===== src/design/des_pkg.sv =====
// Shared widths, result codes and word types for the deferred event scheduler.
package des_pkg;

   localparam int TICK_BITS = 32;
   localparam int TAG_BITS  = 16;
   localparam int IDX_BITS  = 6;

   // operation codes
   localparam logic [1:0] OP_TICK     = 2'd0;
   localparam logic [1:0] OP_REG_ABS  = 2'd1;
   localparam logic [1:0] OP_REG_REL  = 2'd2;
   localparam logic [1:0] OP_REMOVE   = 2'd3;

   // result kinds
   localparam logic [1:0] KIND_FIRED   = 2'd0;
   localparam logic [1:0] KIND_GRANT   = 2'd1;
   localparam logic [1:0] KIND_REMOVED = 2'd2;
   localparam logic [1:0] KIND_DONE    = 2'd3;

   // status codes
   localparam logic [1:0] ST_OK    = 2'd0;
   localparam logic [1:0] ST_PAST  = 2'd1;
   localparam logic [1:0] ST_FULL  = 2'd2;
   localparam logic [1:0] ST_RANGE = 2'd3;

   typedef struct packed {
      logic [1:0]           pad;
      logic [IDX_BITS-1:0]  handle_index;
      logic [TAG_BITS-1:0]  tag;
      logic [TICK_BITS-1:0] tick_value;
   } req_data_type;

   typedef struct packed {
      logic [TAG_BITS-1:0]  event_tag;
      logic [IDX_BITS-1:0]  slot_index;
      logic [TICK_BITS-1:0] due_tick;
      logic [1:0]           status;
   } rsp_data_type;

endpackage


===== src/design/deferred_event_scheduler.sv =====
// Top level of the deferred event scheduler: sequencer, pool flags and result register.
//
//  channel | dir | handshake            | payload
//  req     | in  | req_tvalid/tready    | tuser operation, tdata tick/tag/index
//  rsp     | out | rsp_tvalid/tready    | tuser kind, tlast last, tdata status/due/slot/tag
//
// A tick, a register or a nonzero-index remove walks the pool through the shared
// compare unit, each entry by a memory read and then a compare.
// A tick then reads the order map for each held entry for its tick and ends with the done word.
// Registers rejected as past and empty-handle removes skip the walk and go straight to the result word.
// Reset clears the pool flags, last tick and the result valid flag; no clearing pass.
// A stalled result word holds the sequencer; a new request is taken once the last word
// of the previous one sits in the result register.
module deferred_event_scheduler #(
   parameter int POOL_ENTRIES = 32
) (
   input  logic                              clock,
   input  logic                              reset,
   input  logic                              req_tvalid,
   output logic                              req_tready,
   // [1:0] operation
   input  logic [1:0]                        req_tuser,
   // [31:0] tick_value, [47:32] tag, [53:48] handle_index, [55:54] zero
   input  logic [$bits(des_pkg::req_data_type)-1:0] req_tdata,
   output logic                              rsp_tvalid,
   input  logic                              rsp_tready,
   // [1:0] kind
   output logic [1:0]                        rsp_tuser,
   output logic                              rsp_tlast,
   // [1:0] status, [33:2] due_tick, [39:34] slot_index, [55:40] event_tag
   output logic [$bits(des_pkg::rsp_data_type)-1:0] rsp_tdata
);
   import des_pkg::*;

   localparam int SLOT_W  = $clog2(POOL_ENTRIES);
   localparam int ORD_W   = $clog2(POOL_ENTRIES + 1);
   localparam int ENT_W   = TICK_BITS + ORD_W + TAG_BITS;
   localparam int MAP_W   = 1 + TAG_BITS;

   localparam logic [2:0] S_IDLE = 3'd0;
   localparam logic [2:0] S_RD   = 3'd1;
   localparam logic [2:0] S_EV   = 3'd2;
   localparam logic [2:0] S_REG  = 3'd3;
   localparam logic [2:0] S_PUSH = 3'd4;
   localparam logic [2:0] S_ERD  = 3'd5;
   localparam logic [2:0] S_EOUT = 3'd6;
   localparam logic [2:0] S_DONE = 3'd7;

   req_data_type req_word;
   rsp_data_type rsp_word_ff, rsp_word_in;

   logic [2:0]              state_ff, state_in;
   logic [SLOT_W-1:0]       scan_ff, scan_in;
   logic [ORD_W-1:0]        cnt_ff, cnt_in;
   logic [ORD_W-1:0]        emit_ff, emit_in;
   logic [SLOT_W-1:0]       free_ff, free_in;
   logic                    found_ff, found_in;
   logic [1:0]              op_ff, op_in;
   logic [TICK_BITS-1:0]    key_ff, key_in;
   logic [TAG_BITS-1:0]     tag_ff, tag_in;
   logic [IDX_BITS-1:0]     idx_ff, idx_in;
   logic [1:0]              stat_ff, stat_in;
   logic [TICK_BITS-1:0]    last_tick_ff, last_tick_in;
   logic [POOL_ENTRIES-1:0] valid_ff, valid_in;
   logic [POOL_ENTRIES-1:0] cancel_ff, cancel_in;
   logic                    rsp_valid_ff, rsp_valid_in;
   logic [1:0]              rsp_kind_ff, rsp_kind_in;
   logic                    rsp_last_ff, rsp_last_in;

   logic                    ent_we, map_we;
   logic [SLOT_W-1:0]       ent_waddr, ent_raddr, map_waddr, map_raddr;
   logic [ENT_W-1:0]        ent_wdata, ent_rdata;
   logic [MAP_W-1:0]        map_wdata, map_rdata;

   logic [TICK_BITS-1:0]    rd_due;
   logic [ORD_W-1:0]        rd_ord;
   logic [TAG_BITS-1:0]     rd_tag;
   logic                    match;
   logic                    can_push, push, accept;
   logic [TICK_BITS:0]      rel_sum;
   logic [ORD_W-1:0]        new_ord;

   assign req_word  = req_data_type'(req_tdata);
   assign accept    = req_tvalid && req_tready;
   assign req_tready = (state_ff == S_IDLE);
   assign can_push  = !rsp_valid_ff || rsp_tready;

   assign {rd_due, rd_ord, rd_tag} = ent_rdata;
   assign match   = valid_ff[scan_ff] && (rd_due == key_ff);
   assign rel_sum = {1'b0, last_tick_ff} + {1'b0, req_word.tick_value};
   assign new_ord = cnt_ff + ORD_W'(1);

   // entry store: due tick, order and tag per slot
   des_ram #(.WIDTH(ENT_W), .DEPTH(POOL_ENTRIES)) u_entry_ram (
      .clock   (clock),
      .wr_en   (ent_we),
      .wr_addr (ent_waddr),
      .wr_data (ent_wdata),
      .rd_addr (ent_raddr),
      .rd_data (ent_rdata)
   );

   // order map: live flag and tag by order for the tick being fired
   des_ram #(.WIDTH(MAP_W), .DEPTH(POOL_ENTRIES)) u_order_map (
      .clock   (clock),
      .wr_en   (map_we),
      .wr_addr (map_waddr),
      .wr_data (map_wdata),
      .rd_addr (map_raddr),
      .rd_data (map_rdata)
   );

   assign ent_raddr = scan_ff;
   assign ent_waddr = free_ff;
   assign ent_wdata = {key_ff, new_ord, tag_ff};
   assign map_raddr = emit_ff[SLOT_W-1:0];
   assign map_waddr = SLOT_W'(rd_ord - ORD_W'(1));
   assign map_wdata = {!cancel_ff[scan_ff], rd_tag};

   // sequencer
   always_comb begin
      state_in     = state_ff;
      scan_in      = scan_ff;
      cnt_in       = cnt_ff;
      emit_in      = emit_ff;
      free_in      = free_ff;
      found_in     = found_ff;
      op_in        = op_ff;
      key_in       = key_ff;
      tag_in       = tag_ff;
      idx_in       = idx_ff;
      stat_in      = stat_ff;
      last_tick_in = last_tick_ff;
      valid_in     = valid_ff;
      cancel_in    = cancel_ff;
      ent_we       = 1'b0;
      map_we       = 1'b0;
      push         = 1'b0;
      rsp_kind_in  = KIND_DONE;
      rsp_last_in  = 1'b1;
      rsp_word_in  = '0;

      unique case (state_ff)
         S_IDLE: begin
            if (accept) begin
               op_in    = req_tuser;
               key_in   = req_word.tick_value;
               tag_in   = req_word.tag;
               idx_in   = req_word.handle_index;
               stat_in  = ST_OK;
               scan_in  = '0;
               cnt_in   = '0;
               found_in = 1'b0;
               state_in = S_RD;
               unique case (req_tuser)
                  OP_TICK: begin
                     last_tick_in = req_word.tick_value;
                  end
                  OP_REG_ABS: begin
                     if (req_word.tick_value <= last_tick_ff) begin
                        stat_in  = ST_PAST;
                        state_in = S_PUSH;
                     end
                  end
                  OP_REG_REL: begin
                     key_in = rel_sum[TICK_BITS-1:0];
                     if (req_word.tick_value == '0 || rel_sum[TICK_BITS]) begin
                        stat_in  = ST_PAST;
                        state_in = S_PUSH;
                     end
                  end
                  default: begin
                     if (req_word.handle_index == '0) begin
                        state_in = S_PUSH;
                     end
                  end
               endcase
            end
         end
         S_RD: begin
            state_in = S_EV;
         end
         S_EV: begin
            if (match) begin
               cnt_in = cnt_ff + ORD_W'(1);
            end
            if (!valid_ff[scan_ff] && !found_ff) begin
               free_in  = scan_ff;
               found_in = 1'b1;
            end
            if (op_ff == OP_TICK && match) begin
               map_we             = 1'b1;
               valid_in[scan_ff]  = 1'b0;
               cancel_in[scan_ff] = 1'b0;
            end
            if (op_ff == OP_REMOVE && match && IDX_BITS'(rd_ord) == idx_ff) begin
               cancel_in[scan_ff] = 1'b1;
            end
            if (scan_ff == SLOT_W'(POOL_ENTRIES - 1)) begin
               unique case (op_ff)
                  OP_TICK: begin
                     emit_in  = '0;
                     state_in = (cnt_in == '0) ? S_DONE : S_ERD;
                  end
                  OP_REMOVE: begin
                     if (cnt_in != '0 && idx_ff > IDX_BITS'(cnt_in)) begin
                        stat_in = ST_RANGE;
                     end
                     state_in = S_PUSH;
                  end
                  default: begin
                     if (found_in) begin
                        state_in = S_REG;
                     end else begin
                        stat_in  = ST_FULL;
                        state_in = S_PUSH;
                     end
                  end
               endcase
            end else begin
               scan_in  = scan_ff + SLOT_W'(1);
               state_in = S_RD;
            end
         end
         S_REG: begin
            rsp_kind_in            = KIND_GRANT;
            rsp_word_in.status     = ST_OK;
            rsp_word_in.due_tick   = key_ff;
            rsp_word_in.slot_index = IDX_BITS'(new_ord);
            if (can_push) begin
               push               = 1'b1;
               ent_we             = 1'b1;
               valid_in[free_ff]  = 1'b1;
               cancel_in[free_ff] = 1'b0;
               state_in           = S_IDLE;
            end
         end
         S_PUSH: begin
            rsp_kind_in        = (op_ff == OP_REMOVE) ? KIND_REMOVED : KIND_GRANT;
            rsp_word_in.status = stat_ff;
            if (can_push) begin
               push     = 1'b1;
               state_in = S_IDLE;
            end
         end
         S_ERD: begin
            state_in = S_EOUT;
         end
         S_EOUT: begin
            rsp_kind_in            = KIND_FIRED;
            rsp_last_in            = 1'b0;
            rsp_word_in.due_tick   = key_ff;
            rsp_word_in.slot_index = IDX_BITS'(emit_ff + ORD_W'(1));
            rsp_word_in.event_tag  = map_rdata[TAG_BITS-1:0];
            if (!map_rdata[MAP_W-1] || can_push) begin
               push = map_rdata[MAP_W-1];
               if (emit_ff + ORD_W'(1) == cnt_ff) begin
                  state_in = S_DONE;
               end else begin
                  emit_in  = emit_ff + ORD_W'(1);
                  state_in = S_ERD;
               end
            end
         end
         default: begin
            rsp_kind_in          = KIND_DONE;
            rsp_word_in.due_tick = key_ff;
            if (can_push) begin
               push     = 1'b1;
               state_in = S_IDLE;
            end
         end
      endcase

      // hold or drop the result word
      rsp_valid_in = push ? 1'b1 : (rsp_tready ? 1'b0 : rsp_valid_ff);
   end

   // control registers
   always_ff @(posedge clock) begin
      if (reset) begin
         state_ff     <= S_IDLE;
         last_tick_ff <= '0;
         valid_ff     <= '0;
         cancel_ff    <= '0;
         rsp_valid_ff <= 1'b0;
      end else begin
         state_ff     <= state_in;
         last_tick_ff <= last_tick_in;
         valid_ff     <= valid_in;
         cancel_ff    <= cancel_in;
         rsp_valid_ff <= rsp_valid_in;
      end
   end

   // working and payload registers
   always_ff @(posedge clock) begin
      scan_ff  <= scan_in;
      cnt_ff   <= cnt_in;
      emit_ff  <= emit_in;
      free_ff  <= free_in;
      found_ff <= found_in;
      op_ff    <= op_in;
      key_ff   <= key_in;
      tag_ff   <= tag_in;
      idx_ff   <= idx_in;
      stat_ff  <= stat_in;
      if (push) begin
         rsp_word_ff <= rsp_word_in;
         rsp_kind_ff <= rsp_kind_in;
         rsp_last_ff <= rsp_last_in;
      end
   end

   assign rsp_tvalid = rsp_valid_ff;
   assign rsp_tuser  = rsp_kind_ff;
   assign rsp_tlast  = rsp_last_ff;
   assign rsp_tdata  = rsp_word_ff;

   // a fired event is always followed by the done word, so the sequencer is busy
   a_fired_not_idle: assert property (@(posedge clock) disable iff (reset)
      rsp_tvalid && !rsp_tlast |-> state_ff != S_IDLE)
      else $error("fired word pending while sequencer idle");

   // held count never exceeds the pool while a word is being worked on
   a_count_bound: assert property (@(posedge clock) disable iff (reset)
      state_ff != S_IDLE |-> cnt_ff <= ORD_W'(POOL_ENTRIES))
      else $error("entry count beyond pool size");

   // a fired word never carries last and always has status OK
   a_fired_kind: assert property (@(posedge clock) disable iff (reset)
      rsp_tvalid && rsp_tuser == KIND_FIRED |-> !rsp_tlast && rsp_tdata[1:0] == ST_OK)
      else $error("fired word malformed");

   // an accepted request makes the block busy next cycle
   a_busy_after_accept: assert property (@(posedge clock) disable iff (reset)
      accept |=> !req_tready)
      else $error("request taken while busy");

endmodule


===== src/design/des_ram.sv =====
// Simple dual-port memory with one write port and one registered read port.
module des_ram #(
   parameter int WIDTH = 8,
   parameter int DEPTH = 32
) (
   input  logic                     clock,
   input  logic                     wr_en,
   input  logic [$clog2(DEPTH)-1:0] wr_addr,
   input  logic [WIDTH-1:0]         wr_data,
   input  logic [$clog2(DEPTH)-1:0] rd_addr,
   output logic [WIDTH-1:0]         rd_data
);

   logic [WIDTH-1:0] mem [DEPTH];
   logic [WIDTH-1:0] rd_data_ff;

   // write and registered read
   always_ff @(posedge clock) begin
      if (wr_en) begin
         mem[wr_addr] <= wr_data;
      end
      rd_data_ff <= mem[rd_addr];
   end

   assign rd_data = rd_data_ff;

endmodule


===== config.mk =====
export PLATFORM = sky130hd
export DESIGN_NAME = deferred_event_scheduler
export DESIGN_NICKNAME = d
export VERILOG_FILES = /design/src/design/des_pkg.sv /design/src/design/deferred_event_scheduler.sv /design/src/design/des_ram.sv
export SDC_FILE = /design/constraint.sdc
export NUM_CORES = 2
export LEC_CHECK = 0
export ABC_CLOCK_PERIOD_IN_PS = 9500
export BUFFER_PORTS_ARGS = -buffer_cell sky130_fd_sc_hd__clkbuf_2
export CORE_ASPECT_RATIO = 0.7
export CORE_MARGIN = 2
export CORE_UTILIZATION = 45
export DETAILED_ROUTE_END_ITERATION = 8
export HOLD_SLACK_MARGIN = 0.15
export SKIP_LAST_GASP = 1
export SLEW_MARGIN = 20
export SYNTH_ARGS = -nofsm -noshare
export SYNTH_HDL_FRONTEND = slang
export SYNTH_HIERARCHICAL = 1
export SYNTH_SLANG_ARGS = --single-unit

===== constraint.sdc =====
create_clock -name clock -period 9.5 [get_ports clock]
set_input_delay 1.9 -clock clock [delete_from_list [all_inputs] [get_ports clock]]
set_output_delay 1.9 -clock clock [all_outputs]
set_load 0.02 [all_outputs]

==> impl_metrics.py <==
metrics = {
    "timing": {
        "finalSetupTns_ns": 0,
        "setup_viol": 0,
        "worst_pin_slew_ns": 1.17,
        "relSlewSlack_pct": 21.5,
        "fin_crit_sh_pct": 78.8,
        "max_freq_mhz": 134,
        "rsz0062_at_grt": "no",
        "hold_viol": 0,
        "maxSlewViolCount": 0,
        "fin_worst_skew_ns": 0.0730,
        "fin_crit_ns": 7.48,
    },
    "placed_design": {
        "placed_area_um2": 108000,
        "io_buffer_count": 120,
        "place_congestion": 0.851,
        "hpwl_um": 158000,
    },
    "detailed_routing": {
        "wl_per_cell_um": 28.2,
        "drt-pass1-iter-count": 6,
        "vias": 58700,
        "drt-initial-drc-count": 7036,
        "drt-total-wl_um": 281000,
        "viasPerCell": 5.90,
        "drt.antenna.violating_nets": 0,
        "route.detailed.drc": 0,
    },
    "clock_tree": {
        "cts_buffers": 241,
        "clkTransAtPathRegs_ns": 0.06,
        "post_cts_resized": 0,
        "post_cts_buffers": 0,
        "postCtsHoldBufs": 0,
        "cts.sinks": 2583,
        "clockBufferDepth": 4,
        "cts_tree": "yes",
        "clockRootBuffer": "clkbuf_16",
        "insertion_delay_ns": 0.92,
        "cts_htree_levels": 4,
    },
    "synthesis": {
        "synth-main-ff-cell": "edfxtp_1",
        "seq_area_frac_synth_pct": 72.9,
        "synth_area_um2": 104000,
        "synth_warnings": 6,
        "synth_cell_types": 74,
        "ys_ff_latch": 2583,
        "synth_top_cell_area_share_pct": 69.6,
        "synthTopCellsByArea": "edfxtp_1 70%, mux2i_1 11%, dfxtp_1 3.3%",
        "yosys.area.top_type": "edfxtp_1",
        "avgSynthCellArea_um2": 16.0,
        "synth.cells.most_frequent": "2412 x edfxtp_1, 1167 x mux2i_1, 378 x a21oi_1, 351 x nand2_1, 237 x a22oi_1",
        "synth_nets": 6669,
        "synthArstFlopShare_pct": 0,
        "synth.most_common_cell": "edfxtp_1",
        "synth_edf_count": 2412,
        "syn_inst": 6522,
    },
    "critical_path": {
        "cp_cell_sequence": "xor2_1 > nor4_1 > nand4_1 > a2111oi_4 > and2_1 > nand2_4 > clkinv_2 > or3b_2 > nor2_2",
        "r2r-end": "u_order_map/mem[12][1]",
        "r2r_start": "key_ff[7]",
        "cp.required_ns": 9.98,
        "cp_max_fo": 34,
        "critPathKind": "reg2reg",
        "rrSetupSlack_ns": 2.02,
        "reg2reg_depth": 9,
        "crit_arrival_ns": 7.96,
        "critPathCaptureType": "flop",
        "crit_path_start_kind": "flop",
        "max_stage_delay_ns": 1.03,
        "slowest_stage": "edfxtp_1",
        "crit_start": "key_ff[7]",
    },
    "power_and_ir_drop": {
        "cellPowerDensity_nw_per_um2": 233,
        "p_leak_uw": 0.0385,
        "ir_drop_uv": 171,
    },
    "final_layout": {
        "drive_above_1_share_pct": 11.1,
        "syn2layout_area_growth_pct": 11.6,
        "multi_input_area_um2": 26000,
        "fin_area_um2": 116000,
        "fin_nets": 6836,
        "fillers": 18800,
        "area.sequential_um2": 75900,
    },
    "global_route": {
        "grt_pass1_vias": 55900,
        "antenna_found_initial": 11,
        "grt_max_degree": 125,
        "overflow": 0,
        "grt_util_all_layers_pct": 23.5,
        "grt_pass1_wl_um": 401000,
    },
    "die": {
        "io_pins": 123,
        "core_um2": 230000,
        "fp.dieH_um": 406,
        "die_width_um": 579,
        "die_area_um2": 235000,
        "rows": 147,
        "start_util_pct": 45.3,
    },
    "min_path": {
        "whs_path_depth": 1,
        "hp-class": "reg2reg",
    },
    "run": {
        "drv_cap": 0,
    },
    "outcome": {
        "status": "completed",
    },
}
-- cell usage in the layout (no fill, tap or decap), types with 22 or more instances in the layout --
cell type / netlist / routed
xnor2_1: 32 / 32
clkbuf_16: 0 / 244
buf_4: 55 / 154
ha_1: 84 / 83
nor3_1: 92 / 92
edfxtp_1: 2412 / 2412
mux2i_1: 1167 / 1167
xor2_1: 55 / 54
clkbuf_8: 0 / 26
clkinv_2: 1 / 61
clkbuf_1: 142 / 43
bufinv_16: 0 / 22
nor4_1: 22 / 22
inv_1: 88 / 87
clkbuf_2: 0 / 119
nand4_1: 33 / 33
dfxtp_1: 171 / 171
nor2_1: 178 / 126
nand2_1: 351 / 350
and2_1: 57 / 55
nand3_1: 231 / 231
a22o_1: 142 / 142
a21oi_1: 378 / 378
a31oi_1: 89 / 89
o21ai_0: 71 / 70
nor2_4: 0 / 47
clkinv_1: 1 / 34
o21ai_1: 44 / 44
a22oi_1: 237 / 237
-- area by class of cell --
class	count	share of cell area [%]
antenna	4	0.00862
clock inverter	132	1.09
inverter	91	0.297
timing repair buffer	297	1.90
tap	3054	3.29
sequential	2583	65.3
multi-input combinational	3475	22.4
clock buffer	313	5.70
-- cells by family after synthesis --
logic type / count (synthesis) / share of synthesized area, %
DFF: 2583 / 72.9
muxes: 1178 / 11.4
and+or+nand+nor: 1071 / 4.84
AOI/OAI and AO/OA: 1054 / 6.56
buffers and inverters: 464 / 2.53
xor gates and xnor gates: 87 / 0.732
adders and majority gates: 85 / 1.03
-- worst max-delay path by stage --
stage | to | slack, ns | cells past startpoint
after floorplan | u_entry_ram/mem[28][0] | 3.89 | 5
after global placement | u_order_map/mem[8][10] | 2.14 | 9
after detailed placement | u_order_map/mem[5][10] | 2.05 | 9
after CTS | u_order_map/mem[13][4] | 1.97 | 9
after global routing | u_order_map/mem[25][9] | 1.73 | 10
final | u_order_map/mem[12][1] | 2.02 | 9
-- report_power, final --
group	total, µW	switching (µW)	internal [µW]	leakage [µW]
Sequential	13500	265	13200	0.0232
Combinational	3890	2730	1160	0.0114
Clock	9710	4210	5500	0.00390
-- stage by stage --
step	worst slack [ns]	power (µW)	hold WS [ns]	cells	util (%)
detailed placement	2.05	17600	0.452	9493	47.1
floorplan	3.89	16100	0.427	6522	-
finish	2.02	27100	0.466	9949	50.6
global placement	2.14	17500	0.445	9491	47.1
CTS	1.97	27200	0.471	9938	50.5
global route	1.73	28000	0.492	9947	50.6
-- flip-flops by register name, indices dropped and copies added (netlist names), named ones only --
signal	flops
op_ff	2
rsp_tlast	1
u_order_map/rd_data	17
rsp_tvalid	1
u_entry_ram/rd_data	54
idx_ff	6
rsp_tdata	56
u_order_map/mem	544
last_tick_ff	32
ent_raddr	5
cancel_ff	1
tag_ff	16
u_entry_ram/mem	1728
valid_ff	32
rsp_tuser	2
cnt_ff	6
emit_ff	6
found_ff	1
ent_waddr	5
stat_ff	2
key_ff	32
state_ff	3
-- critical path, delay by kind of cell, from the launching register on --
family          cells  cell delay, ns
flops               1            1.03
xor+xnor            1            0.26
compound gates      1            0.90
simple gates        6            4.50
buf+inv             1            0.29
-- metal layers --
metal / vias to the layer above / global-route usage [%] / share of wire, %
li1: 25600 / - / -
met1: 30400 / 36.4 / 46
met2: 2309 / 34.7 / 44
met3: 357 / 3.87 / 8.1
met4: 4 / 5.21 / 2.0
met5: - / 0 / 0.0082
Power figures use the tool's default switching activity.
